## src/rtl/core/chkv_pkg.sv

```systemverilog
// Package with the shared types and constants of the chained hash key-value table.
package chkv_pkg;

  localparam int CFG_W     = 11;
  localparam int KEY_W     = 32;
  localparam int DEF_SLOTS = 1024;
  localparam int TS_RESET  = 1024;

  typedef enum logic [1:0] {
    ACT_FIND = 2'd0,
    ACT_GET  = 2'd1,
    ACT_PUT  = 2'd2,
    ACT_DEL  = 2'd3
  } action_t;

  typedef enum logic [1:0] {
    ST_FOUND    = 2'd0,
    ST_INSERTED = 2'd1,
    ST_MISSING  = 2'd2,
    ST_FULL     = 2'd3
  } status_t;

  typedef struct packed {
    action_t           action;
    logic [KEY_W-1:0]  key;
    logic [KEY_W-1:0]  value;
  } in_word_t;

  typedef struct packed {
    status_t           status;
    logic [KEY_W-1:0]  data;
    logic [CFG_W-1:0]  stored_count;
  } out_word_t;

  typedef struct packed {
    in_word_t          item;
    logic [CFG_W-1:0]  bucket;
  } fb_word_t;

  typedef struct packed {
    logic              clearing;
    logic [CFG_W-1:0]  table_size;
  } bk_status_t;

endpackage

```

## src/rtl/core/chkv_front.sv

```systemverilog
// Front end: accepts words, reduces key modulo table size, queues them for the back end.
module chkv_front import chkv_pkg::*; (
  input  logic       clk,
  input  logic       rst_n,
  input  logic       in_push,
  output logic       in_full,
  input  in_word_t   in_word,
  input  bk_status_t bs,
  input  logic       q_pop,
  output logic       q_empty,
  output fb_word_t   q_word
);

  logic             busy_r, busy_nxt;
  logic             pend_r, pend_nxt;
  logic [4:0]       cnt_r, cnt_nxt;
  logic [KEY_W-1:0] dv_r, dv_nxt;
  logic [CFG_W-1:0] rem_r, rem_nxt;
  in_word_t         item_r, item_nxt;
  logic [CFG_W:0]   trial;

  fb_word_t         q_mem_r [2];
  logic             q_wp_r, q_rp_r;
  logic [1:0]       q_cnt_r;
  logic             q_push;

  assign in_full = busy_r | bs.clearing;
  assign q_empty = (q_cnt_r == 2'd0);
  assign q_word  = q_mem_r[q_rp_r];
  assign trial   = {rem_r, dv_r[KEY_W-1]};

  always_comb begin
    busy_nxt = busy_r;
    pend_nxt = pend_r;
    cnt_nxt  = cnt_r;
    dv_nxt   = dv_r;
    rem_nxt  = rem_r;
    item_nxt = item_r;
    q_push   = 1'b0;
    // one restoring step per cycle
    if (busy_r && !pend_r) begin
      if (trial >= {1'b0, bs.table_size}) begin
        rem_nxt = CFG_W'(trial - {1'b0, bs.table_size});
      end else begin
        rem_nxt = trial[CFG_W-1:0];
      end
      dv_nxt  = {dv_r[KEY_W-2:0], 1'b0};
      cnt_nxt = cnt_r + 5'd1;
      if (cnt_r == 5'd31) begin
        pend_nxt = 1'b1;
      end
    end
    if (pend_r && q_cnt_r != 2'd2) begin
      q_push   = 1'b1;
      busy_nxt = 1'b0;
      pend_nxt = 1'b0;
    end
    if (in_push && !in_full) begin
      busy_nxt = 1'b1;
      pend_nxt = 1'b0;
      cnt_nxt  = 5'd0;
      rem_nxt  = '0;
      dv_nxt   = in_word.key;
      item_nxt = in_word;
    end
  end

  always_ff @(posedge clk) begin
    if (!rst_n) begin
      busy_r  <= 1'b0;
      pend_r  <= 1'b0;
      cnt_r   <= '0;
      q_wp_r  <= 1'b0;
      q_rp_r  <= 1'b0;
      q_cnt_r <= '0;
    end else begin
      busy_r <= busy_nxt;
      pend_r <= pend_nxt;
      cnt_r  <= cnt_nxt;
      if (q_push) begin
        q_wp_r <= ~q_wp_r;
      end
      if (q_pop && !q_empty) begin
        q_rp_r <= ~q_rp_r;
      end
      q_cnt_r <= q_cnt_r + {1'b0, q_push} - {1'b0, (q_pop && !q_empty)};
    end
  end

  always_ff @(posedge clk) begin
    dv_r   <= dv_nxt;
    rem_r  <= rem_nxt;
    item_r <= item_nxt;
    if (q_push) begin
      q_mem_r[q_wp_r] <= '{item: item_r, bucket: rem_r};
    end
  end

endmodule

```

## config.mk

```make
export PLATFORM = sky130hd
export DESIGN_NAME = chkv_front
export DESIGN_NICKNAME = d
export VERILOG_FILES = /design/src/rtl/core/chkv_pkg.sv /design/src/rtl/core/chkv_front.sv
export SDC_FILE = /design/constraint.sdc
export NUM_CORES = 1
export LEC_CHECK = 0
export ABC_CLOCK_PERIOD_IN_PS = 8700
export BUFFER_PORTS_ARGS = -buffer_cell sky130_fd_sc_hd__buf_4
export CAP_MARGIN = 20
export CORE_MARGIN = 2
export CORE_UTILIZATION = 34
export CTS_CLUSTER_DIAMETER = 100
export DETAILED_ROUTE_END_ITERATION = 8
export HOLD_SLACK_MARGIN = 0.15
export PLACE_DENSITY = 0.5
export SLEW_MARGIN = 10
export SYNTH_ARGS = -nofsm -noshare
export SYNTH_HDL_FRONTEND = slang
export SYNTH_SLANG_ARGS = --single-unit
```

## constraint.sdc

```tcl
create_clock -name clk -period 8.7 [get_ports clk]
set_input_delay 1.74 -clock clk [delete_from_list [all_inputs] [get_ports clk]]
set_output_delay 1.74 -clock clk [all_outputs]
set_load 0.01 [all_outputs]
```

==> results of run 1 <==
-- critical path, cell delays in order, from the launching register on --
cell                      delay [ps]
sky130_fd_sc_hd__dfxtp_4         630
sky130_fd_sc_hd__buf_4           670
sky130_fd_sc_hd__mux2_2          450
sky130_fd_sc_hd__buf_4           160
-- cell families after synthesis --
group	Yosys count
AO/OA/AOI/OAI	51
XOR/XNOR	12
adder cells (fa/ha/maj)	16
buffers and inverters	40
flip-flops	275
multiplexers	81
AND/OR/NAND/NOR	155
-- registers in the layout, summed over array words and instances (netlist names), named ones only --
register / count
q_rp_r: 1
item_r: 66
cnt_r: 5
dv_r: 32
q_mem_r: 154
rem_r: 11
q_cnt_r: 2
q_wp_r: 1
busy_r: 1
pend_r: 1
-- how the worst max path moves through the flow --
stage	from	to	slack [ps]	cells past startpoint
finish	flip-flop	q_word[5]	4460	3
global route	flip-flop	q_word[4]	4300	3
CTS	flip-flop	q_word[4]	4360	3
detailed placement	bs[11]	dv_r[29]$_DFFE_PP_	4280	7
global placement	bs[11]	item_r[20]$_DFFE_PP_	4390	5
floorplan	bs[11]	item_r[0]$_DFFE_PP_	4140	4
-- placed cells by master (no fill, tap or decap), types with 2 or more instances in the layout --
| master | netlist | routed |
|---|---|---|
| sky130_fd_sc_hd__a211oi_1 | 4 | 4 |
| sky130_fd_sc_hd__a21o_1 | 5 | 5 |
| sky130_fd_sc_hd__a21oi_1 | 17 | 17 |
| sky130_fd_sc_hd__a31oi_1 | 2 | 2 |
| sky130_fd_sc_hd__a32oi_1 | 2 | 2 |
| sky130_fd_sc_hd__and2_1 | 3 | 3 |
| sky130_fd_sc_hd__and3_1 | 4 | 4 |
| sky130_fd_sc_hd__buf_4 | 0 | 168 |
| sky130_fd_sc_hd__bufinv_16 | 0 | 5 |
| sky130_fd_sc_hd__clkbuf_1 | 8 | 5 |
| sky130_fd_sc_hd__clkbuf_16 | 0 | 30 |
| sky130_fd_sc_hd__clkinv_1 | 1 | 3 |
| sky130_fd_sc_hd__clkinv_2 | 0 | 7 |
| sky130_fd_sc_hd__clkinv_4 | 0 | 2 |
| sky130_fd_sc_hd__clkinvlp_4 | 0 | 2 |
| sky130_fd_sc_hd__dfxtp_1 | 23 | 22 |
| sky130_fd_sc_hd__edfxtp_1 | 252 | 252 |
| sky130_fd_sc_hd__ha_1 | 15 | 15 |
| sky130_fd_sc_hd__inv_1 | 17 | 17 |
| sky130_fd_sc_hd__mux2_2 | 77 | 77 |
| sky130_fd_sc_hd__mux2i_1 | 4 | 4 |
| sky130_fd_sc_hd__nand2_1 | 111 | 110 |
| sky130_fd_sc_hd__nand2_2 | 1 | 2 |
| sky130_fd_sc_hd__nand2b_1 | 3 | 3 |
| sky130_fd_sc_hd__nand3_1 | 7 | 7 |
| sky130_fd_sc_hd__nand4_1 | 3 | 3 |
| sky130_fd_sc_hd__nor2_1 | 10 | 8 |
| sky130_fd_sc_hd__nor2_4 | 0 | 2 |
| sky130_fd_sc_hd__nor2b_1 | 6 | 6 |
| sky130_fd_sc_hd__nor3_1 | 3 | 3 |
| sky130_fd_sc_hd__o21ai_0 | 5 | 5 |
| sky130_fd_sc_hd__o21ai_1 | 4 | 4 |
| sky130_fd_sc_hd__xnor2_1 | 7 | 7 |
| sky130_fd_sc_hd__xor2_1 | 5 | 5 |
-- routing by layer --
| metal | GRT usage, % | vias up | part of all wire (%) |
|---|---|---|---|
| li1 | - | 2694 | - |
| met1 | 16.6 | 2736 | 43 |
| met2 | 21.9 | 138 | 48 |
| met3 | 2.88 | 29 | 7.0 |
| met4 | 2.82 | 0 | 1.9 |
| met5 | 0 | - | 0 |
-- power by group through the flow --
stage | Clock [mW] | Sequential [mW] | Combinational [mW]
after detailed placement | 0 | 1.62 | 0.561
final | 1.30 | 1.59 | 0.559
after CTS | 1.34 | 1.59 | 0.565
after global placement | 0 | 1.61 | 0.554
after global routing | 1.40 | 1.60 | 0.616
after floorplan | 0 | 1.58 | 0.402
-- layout make-up --
type                            instances  area (sq um)  share of cell area [%]
Multi-Input combinational cell        315          2240                    17.0
Clock inverter                         20           259                    1.97
Sequential cell                       275          8030                    61.1
Tap cell                              396           495                    3.77
Clock buffer                           36           783                    5.96
Timing Repair Buffer                  168          1260                    9.60
Inverter                               18          70.1                   0.533
==> results.md, run 1 <==
Logic synthesis:
- After synthesis, the share of flip-flops with an asynchronous set or reset is 0%.
- The number of enable flip-flop cells after synthesis is 252.
- The compound-gate portion of the synthesized area is 3.26%.
- Of the total synthesized cell area, the portion taken by AND, OR, NAND and NOR gates is 6.34%.
- The post-synthesis xor/xnor area fraction is 1.01%.
- The commonest register cell after synthesis is sky130_fd_sc_hd__edfxtp_1.
- The combinational family with the most area after synthesis is multiplexers.
- The total of warnings raised by yosys is 0.
- The post-synthesis adder-cell area fraction is 1.99%.
- Of the synthesized area, sequential elements account for 77.0%.
- The mean area per synthesized cell is 16.6 sq um.
- Counting instances in the post-synthesis netlist gives the leading cell types as sky130_fd_sc_hd__edfxtp_1, sky130_fd_sc_hd__nand2_1, sky130_fd_sc_hd__mux2_2.
- The cell area after synthesis is 10400 sq um.
- Summed over all instances, the cell type with the most area after synthesis is sky130_fd_sc_hd__edfxtp_1.
- Sorting the synthesized cells by area gives the leading types as sky130_fd_sc_hd__edfxtp_1, sky130_fd_sc_hd__mux2_2, sky130_fd_sc_hd__dfxtp_1.
- After technology mapping, the gate count stands at 630.
- After synthesis, the share of cell area in mux cells is 8.70%.
- Counting every net in the synthesized netlist gives 728.
- The leading cell type by number of instances after synthesis is sky130_fd_sc_hd__edfxtp_1.
- The count of different cell masters after synthesis is 47.
- The post-synthesis register bit count is 275.
- The area fraction of the dominant cell type after synthesis is 72.6%.

Pwr:
- In this run, the clock network consumes 37.8% of the power.
- The proportion of total power due to net switching is 24.9%.
- The internal power consumption is 2.59 mW.
- The sequential cell fraction of total power is 46.0%.
- For this design the total switching power over the nets is 0.858 mW.
- The ratio of total power to cell area is 262 nW/um^2.
- In this run, the combinational gates consume 16.2% of the power.
- The analysis attributes to cell leakage a power of 4.89 nW.
- Summing internal, switching and leakage power gives 3.45 mW.
- The worst vdd rail ir drop is 0.176 mV.

Global routing:
- The via count of the first global-routing pass is 5968.
- The aggregate global routing overflow is 0.
- The first global-routing pass estimated 31800 um of wire.
- The overall fraction of global-route tracks in use is 12.8%.
- The largest net degree at the start of global routing is 65.
- The initial antenna violation count is 0.

Finish:
- The area added between synthesis and finish is 26.0%.
- For this run, the post-layout net count is 906.
- The count of placed standard cells in the final layout, fillers left out is 1228.
- The post-layout instance area is 13100 sq um.
- The core occupancy in the finished layout is 43.2%.
- The post-route netlist has 36.5% of its cells at a drive strength greater than 1.
- 0 antenna diodes ended up in the layout.
- Fill cells in the final layout number 2772.

Timing:
- Timing would allow up to 0.236 GHz.
- Setup repair after global routing left no endpoint under its margin.
- Headroom to the max-slew limit came out at 43.4%.
- The worst hold margin is 433 ps.
- Setup violations remaining at the end of the flow were counted as 0.
- The worst path meets setup with 4460 ps of slack.
- Across the routed clock network, the largest skew measured is 16.3 ps.
- The fraction of the cycle the final worst path needs is 48.7%.
- The count of final hold-check violations came to 0.
- At the pin with the least slew margin, the transition time is 849 ps.
- The number of pins with negative max-slew slack in the final report came to 0.
- The setup TNS after final layout is 0 ps.
- The time the worst path needs with I/O delays and setup is 4240 ps.

Min path:
- The number of stages on the worst hold path is 0.
- The kind of path behind the tightest hold check is reg -> reg.
- The startpoint identified for the worst hold timing path is item_r[33]$_DFFE_PP_.
- The endpoint with the worst hold slack is q_mem_r[1][44]$_DFFE_PP_.

Clocking:
- The buffer type at the clock tree root is sky130_fd_sc_hd__clkbuf_16.
- CTS built an H-tree with a depth of 1.
- The number of buffers inserted for hold repair after clock tree synthesis is 0.
- In this run, post-CTS repair resized a total of 0 instances.
- Clock latency on the worst-skew pair, taken at its later pin, is 560 ps.
- TritonCTS created 30 clock buffers.
- The maximum count of clock buffers along a single path is 3.
- The CTS tree is done.
- The clock net in this run drives a total of 275 sinks.
- The CTS clock-pin slew for the worst setup and hold paths is 60 ps.
- Once the clock tree was built, the setup fixing pass inserted 0 buffers.

Floorplanning:
- The initial core utilization is 34.3%.
- The cell row count is 64.
- The die footprint is 32100 sq um.
- During I/O placement, the number of pins put on the boundary was 161.
- In this run the horizontal extent of the chip is 179 um.
- From bottom edge to top edge, the die measures 179 um.
- The placeable core region is 30400 sq um.

Routing:
- The post-detailed-route via-to-cell ratio is 4.56.
- In the routed design, unresolved DRC markers number 0.
- The count of nets left with antenna violations after detail routing is 0.
- The number of violations reported at the end of detailed-routing iteration 0 is 285.
- The number of vias after detailed routing is 5597.
- The average wire per standard cell is 17.2 um.
- The pre-antenna-repair detailed-routing pass consisted of 4 iterations.
- Summed over all layers, the routed wires come to 21100 um.

Worst setup path:
- At the worst endpoint, the required time is 6960 ps.
- For the worst setup path, the data arrival time is 2500 ps.
- The setup slack of the most critical reg-to-reg path is 5890 ps.
- The worst-path maximum fanout is 47.
- The worst setup path is launched from a flip-flop.
- The endpoint of the most critical register-to-register path is item_r[3]$_DFFE_PP_.
- The startpoint identified for the worst register-to-register timing path is busy_r$_SDFFE_PN0P_.
- The worst setup path is captured at a primary output.
- Counting cells, the worst reg-to-reg path comes to 4.
- The critical path is of the reg -> out type.

Place:
- The placement-stage cell area is 12100 sq um.
- The number of port buffers is 160.
- At the end of routability-driven placement, the weighted congestion stood at 0.813.
- Once detailed placement completed, the half-perimeter wirelength came to 13300 um.
- The cell count after placement is 1172.
- Before CTS, the worst setup slack after placement is 4280 ps.

Status:
- The flow ran to the end, and the final reports show no timing, DRC or antenna violations.

Flow run:
- Across the run, the number of max-cap violations was 0.
(Power assumes the default switching activity.)
==> inputs of run 2 (changes only) <==
ABC_AREA = 1   (was unset)
ABC_CLOCK_PERIOD_IN_PS = 3600   (was 8700)
PLACE_DENSITY = 0.52   (was 0.5)
clock period = 3.6 ns   (was 8.7 ns; I/O delays follow)
==> results.md, run 2 <==
Status:
- The run finished with clean final reports.

Logic synthesis:
- Ranked by instance count, the synthesized netlist is headed by sky130_fd_sc_hd__edfxtp_1, sky130_fd_sc_hd__nand2_1, sky130_fd_sc_hd__mux2_2.
- For this run, the register share of the synthesized area comes to 74.9%.
- The total of warnings raised by yosys is 0.
- The post-synthesis register bit count is 275.
- The leading cell type by number of instances after synthesis is sky130_fd_sc_hd__edfxtp_1.
- Sorting the synthesized cells by area gives the leading types as sky130_fd_sc_hd__edfxtp_1, sky130_fd_sc_hd__mux2_2, sky130_fd_sc_hd__nand2_1.
- Dividing the synthesized area by the synthesized cell count gives 14.7 sq um.
- sky130_fd_sc_hd__edfxtp_1 takes more of the synthesized area than any other cell.
- The instance count of the mapped netlist is 729.
- The area fraction of the dominant cell type after synthesis is 70.6%.
- The commonest register cell after synthesis is sky130_fd_sc_hd__edfxtp_1.
- Synthesis produced a netlist with a net count of 827.
- In the synthesized netlist the async set-or-reset flop fraction comes to 0%.
- The cell area after synthesis is 10700 sq um.
- The number of enable flip-flop cells after synthesis is 252.
- The count of different cell masters after synthesis is 29.

Clocking:
- CTS saw 275 sinks.
- The CTS clock-pin slew for the worst setup and hold paths is 60 ps.
- The quantity of gates resized following cts is 0.
- The later-pin clock latency in the skew report is 530 ps.
- Buffers inserted to repair hold after CTS numbered 0.
- The maximum count of clock buffers along a single path is 3.
- The CTS tree is done.
- The count of buffers added by post-CTS timing repair for setup is 0.
- In this run the number of H-tree levels came out at 1.
- The buffer type at the clock tree root is sky130_fd_sc_hd__clkbuf_16.
- The number of clock buffers added by TritonCTS is 31.

Timing:
- Measured against its own limit, the worst slew margin works out to 43.8%.
- For the pin with the worst max-slew slack, the measured transition is 843 ps.
- The number of endpoints failing setup at the final stage is 0.
- The worst path meets setup with 826 ps of slack.
- The count of final hold-check violations is 0.
- For this run, the top clock speed supported by timing is 0.360 GHz.
- The setup TNS after final layout is 0 ps.
- Subtracting the final worst setup slack from the clock period gives 2770 ps.
- Setup repair after global routing left no endpoint under its margin.
- The number of pins with negative max-slew slack in the final report is 0.
- The worst hold margin is 364 ps.
- The clock skew after layout is 7.65 ps.
- After layout, the worst path uses 77.1% of the clock period.

Finish:
- At the end of the flow the core is filled with cells to 43.5%.
- The area added between synthesis and finish is 25.1%.
- The finished layout holds 1328 standard cells, fillers aside.
- Leaving out fill and tap cells, the most frequent cells in the layout are sky130_fd_sc_hd__edfxtp_1, sky130_fd_sc_hd__nand2_1, sky130_fd_sc_hd__buf_4.
- The most common cell after layout, fill and taps aside is sky130_fd_sc_hd__edfxtp_1.
- The repair_antennas step left the layout with diodes totalling 0.
- The final net count is 1008.
- The largest registers in the layout are q_mem_r (154), item_r (66), dv_r (32).
- The flip-flop count of the largest register, all copies and words added is 154.
- The finished cells cover 13400 sq um.
- In the final layout, the share of cells above drive strength 1 is 33.6%.
- Counting flops per register, the top entry is q_mem_r.

Routing:
- The detailed router finished its first iteration with 261 violations.
- Dividing the detail-routed via count by the number of cells gives 4.53.
- The final routed DRC violation total is 0.
- The routed layout has 6011 vias.
- The first detailed-routing pass took 4 iterations.
- For this block, the routed nets add up to 21800 um of wire.
- Dividing the detail-routed wire length by the instance count gives 16.4 um.
- The detail route stage leaves a number of antenna-violating nets equal to 0.

Min path:
- The worst hold path belongs to the class in -> reg.

Global routing:
- For met1 alone, demand over resource in global routing was 17.4%.
- The initial antenna violation count came to 0.
- In the global route stage, met3 resource usage came out at 2.87%.
- The most used routing layer in global routing is met2.
- After global routing the overflow that remains totals 0.
- The via count of the first global-routing pass is 6319.
- The largest net degree at the start of global routing is 98.
- The met2 track demand over resource in global routing is 22.2%.
- The global-route wire length before repair is 34300 um.
- The overall fraction of global-route tracks in use is 13.2%.

Worst setup path:
- STA classifies the critical path endpoint as a primary output.
- The arrival time at the worst endpoint is 2050 ps.
- STA classifies the critical path startpoint as a flip-flop.
- The worst-path maximum fanout is 24.
- The data required time at the worst endpoint is 2880 ps.
- The critical path class is reg -> out.

Place:
- The post-placement setup slack is 920 ps.
- Detailed placement ended at an HPWL of 13800 um.
- Once placement finished, the instance area stood at 12400 sq um.
- The placer's final routability congestion estimate is 0.815.
- The cell count after placement is 1273.
- Buffers placed on the I/O ports in this run total 160.

Pwr:
- The ratio of total power to cell area is 619 nW/um^2.
- The share of total power dissipated in sequential elements is 45.9%.
- Of the total power, combinational logic draws 16.7%.
- The proportion of total power due to net switching is 25.3%.
- The analysis attributes to net switching a power of 2.10 mW.
- The internal power consumption is 6.20 mW.
- The completed layout was analyzed and its total power is 8.30 mW.
- The worst-case IR drop observed on VDD is 0.367 mV.
- The reported leakage power is 5.20 nW.
- The clock share of power is 37.4%.

Floorplanning:
- The cell row count is 64.
- The placeable core region is 30800 sq um.
- The count of boundary I/O pins is 161.
- The die height is 182 um.
- Measured along the x axis, the die boundary spans 182 um.
- The initial core utilization is 34.8%.
- The die covers 32900 sq um.

Flow run:
- The tool flagged a number of max-cap violations equal to 0.
-- run 2: changes by cell type in the layout (fill, tap and decap cells not counted), sizes merged, moves of 7 or more --
cell | previous run | this run
a21oi | 17 | 10
inv | 18 | 67
nand2 | 112 | 176
nand3 | 7 | 29
nand4 | 3 | 15
nor2 | 10 | 21
-- run 2: worst max-delay path, cell delays in order (launching register included) --
cell and delay [ps]:
sky130_fd_sc_hd__dfxtp_4 530, sky130_fd_sc_hd__buf_4 410, sky130_fd_sc_hd__mux2_2 410, sky130_fd_sc_hd__buf_4 150
-- run 2: per-layer routing --
layer,share of wire (%),vias up
met5,0,-
met1,46,2909
met4,2.0,0
li1,-,2931
met2,47,140
met3,4.9,31
-- run 2: cell families (layout without fill, tap and decap cells) --
logic type | after synthesis | count (layout) | share of synthesized area (%)
buffers and inverters | 88 | 291 | 3.57
muxes | 77 | 77 | 8.09
AOI/OAI and AO/OA | 22 | 22 | 1.09
DFF | 275 | 275 | 74.9
and+or+nand+nor | 246 | 246 | 9.97
xor gates and xnor gates | 5 | 5 | 0.409
adders and majority gates | 16 | 16 | 1.94
-- run 2: path summary, 6_finish.rpt --
kind	slack, ps	startpoint	to	cells past startpoint
max	830	flip-flop	q_word[68]	3
min	360	in_word[17]	item_r[17]$_DFFE_PP_	1
max reg2reg	1360	dv_r[31]$_DFFE_PP_	rem_r[1]$_SDFFE_PP0P_	13
min reg2reg	440	item_r[1]$_DFFE_PP_	q_mem_r[1][12]$_DFFE_PP_	0
-- run 2: layout make-up --
class	instances	area [sq um]
timing repair buffer	169	1290
inverter	67	254
clock inverter	17	208
multi-input combinational	366	2320
sequential	275	8030
fill	2833	17400
clock buffer	38	802
tap	396	495
-- run 2: power groups by stage --
stage,Sequential [mW],Combinational [mW],Clock (mW)
after floorplan,3.80,1.01,0
after global placement,3.87,1.39,0
after detailed placement,3.88,1.39,0
after CTS,3.81,1.40,3.22
after global routing,3.83,1.55,3.34
final,3.81,1.38,3.11
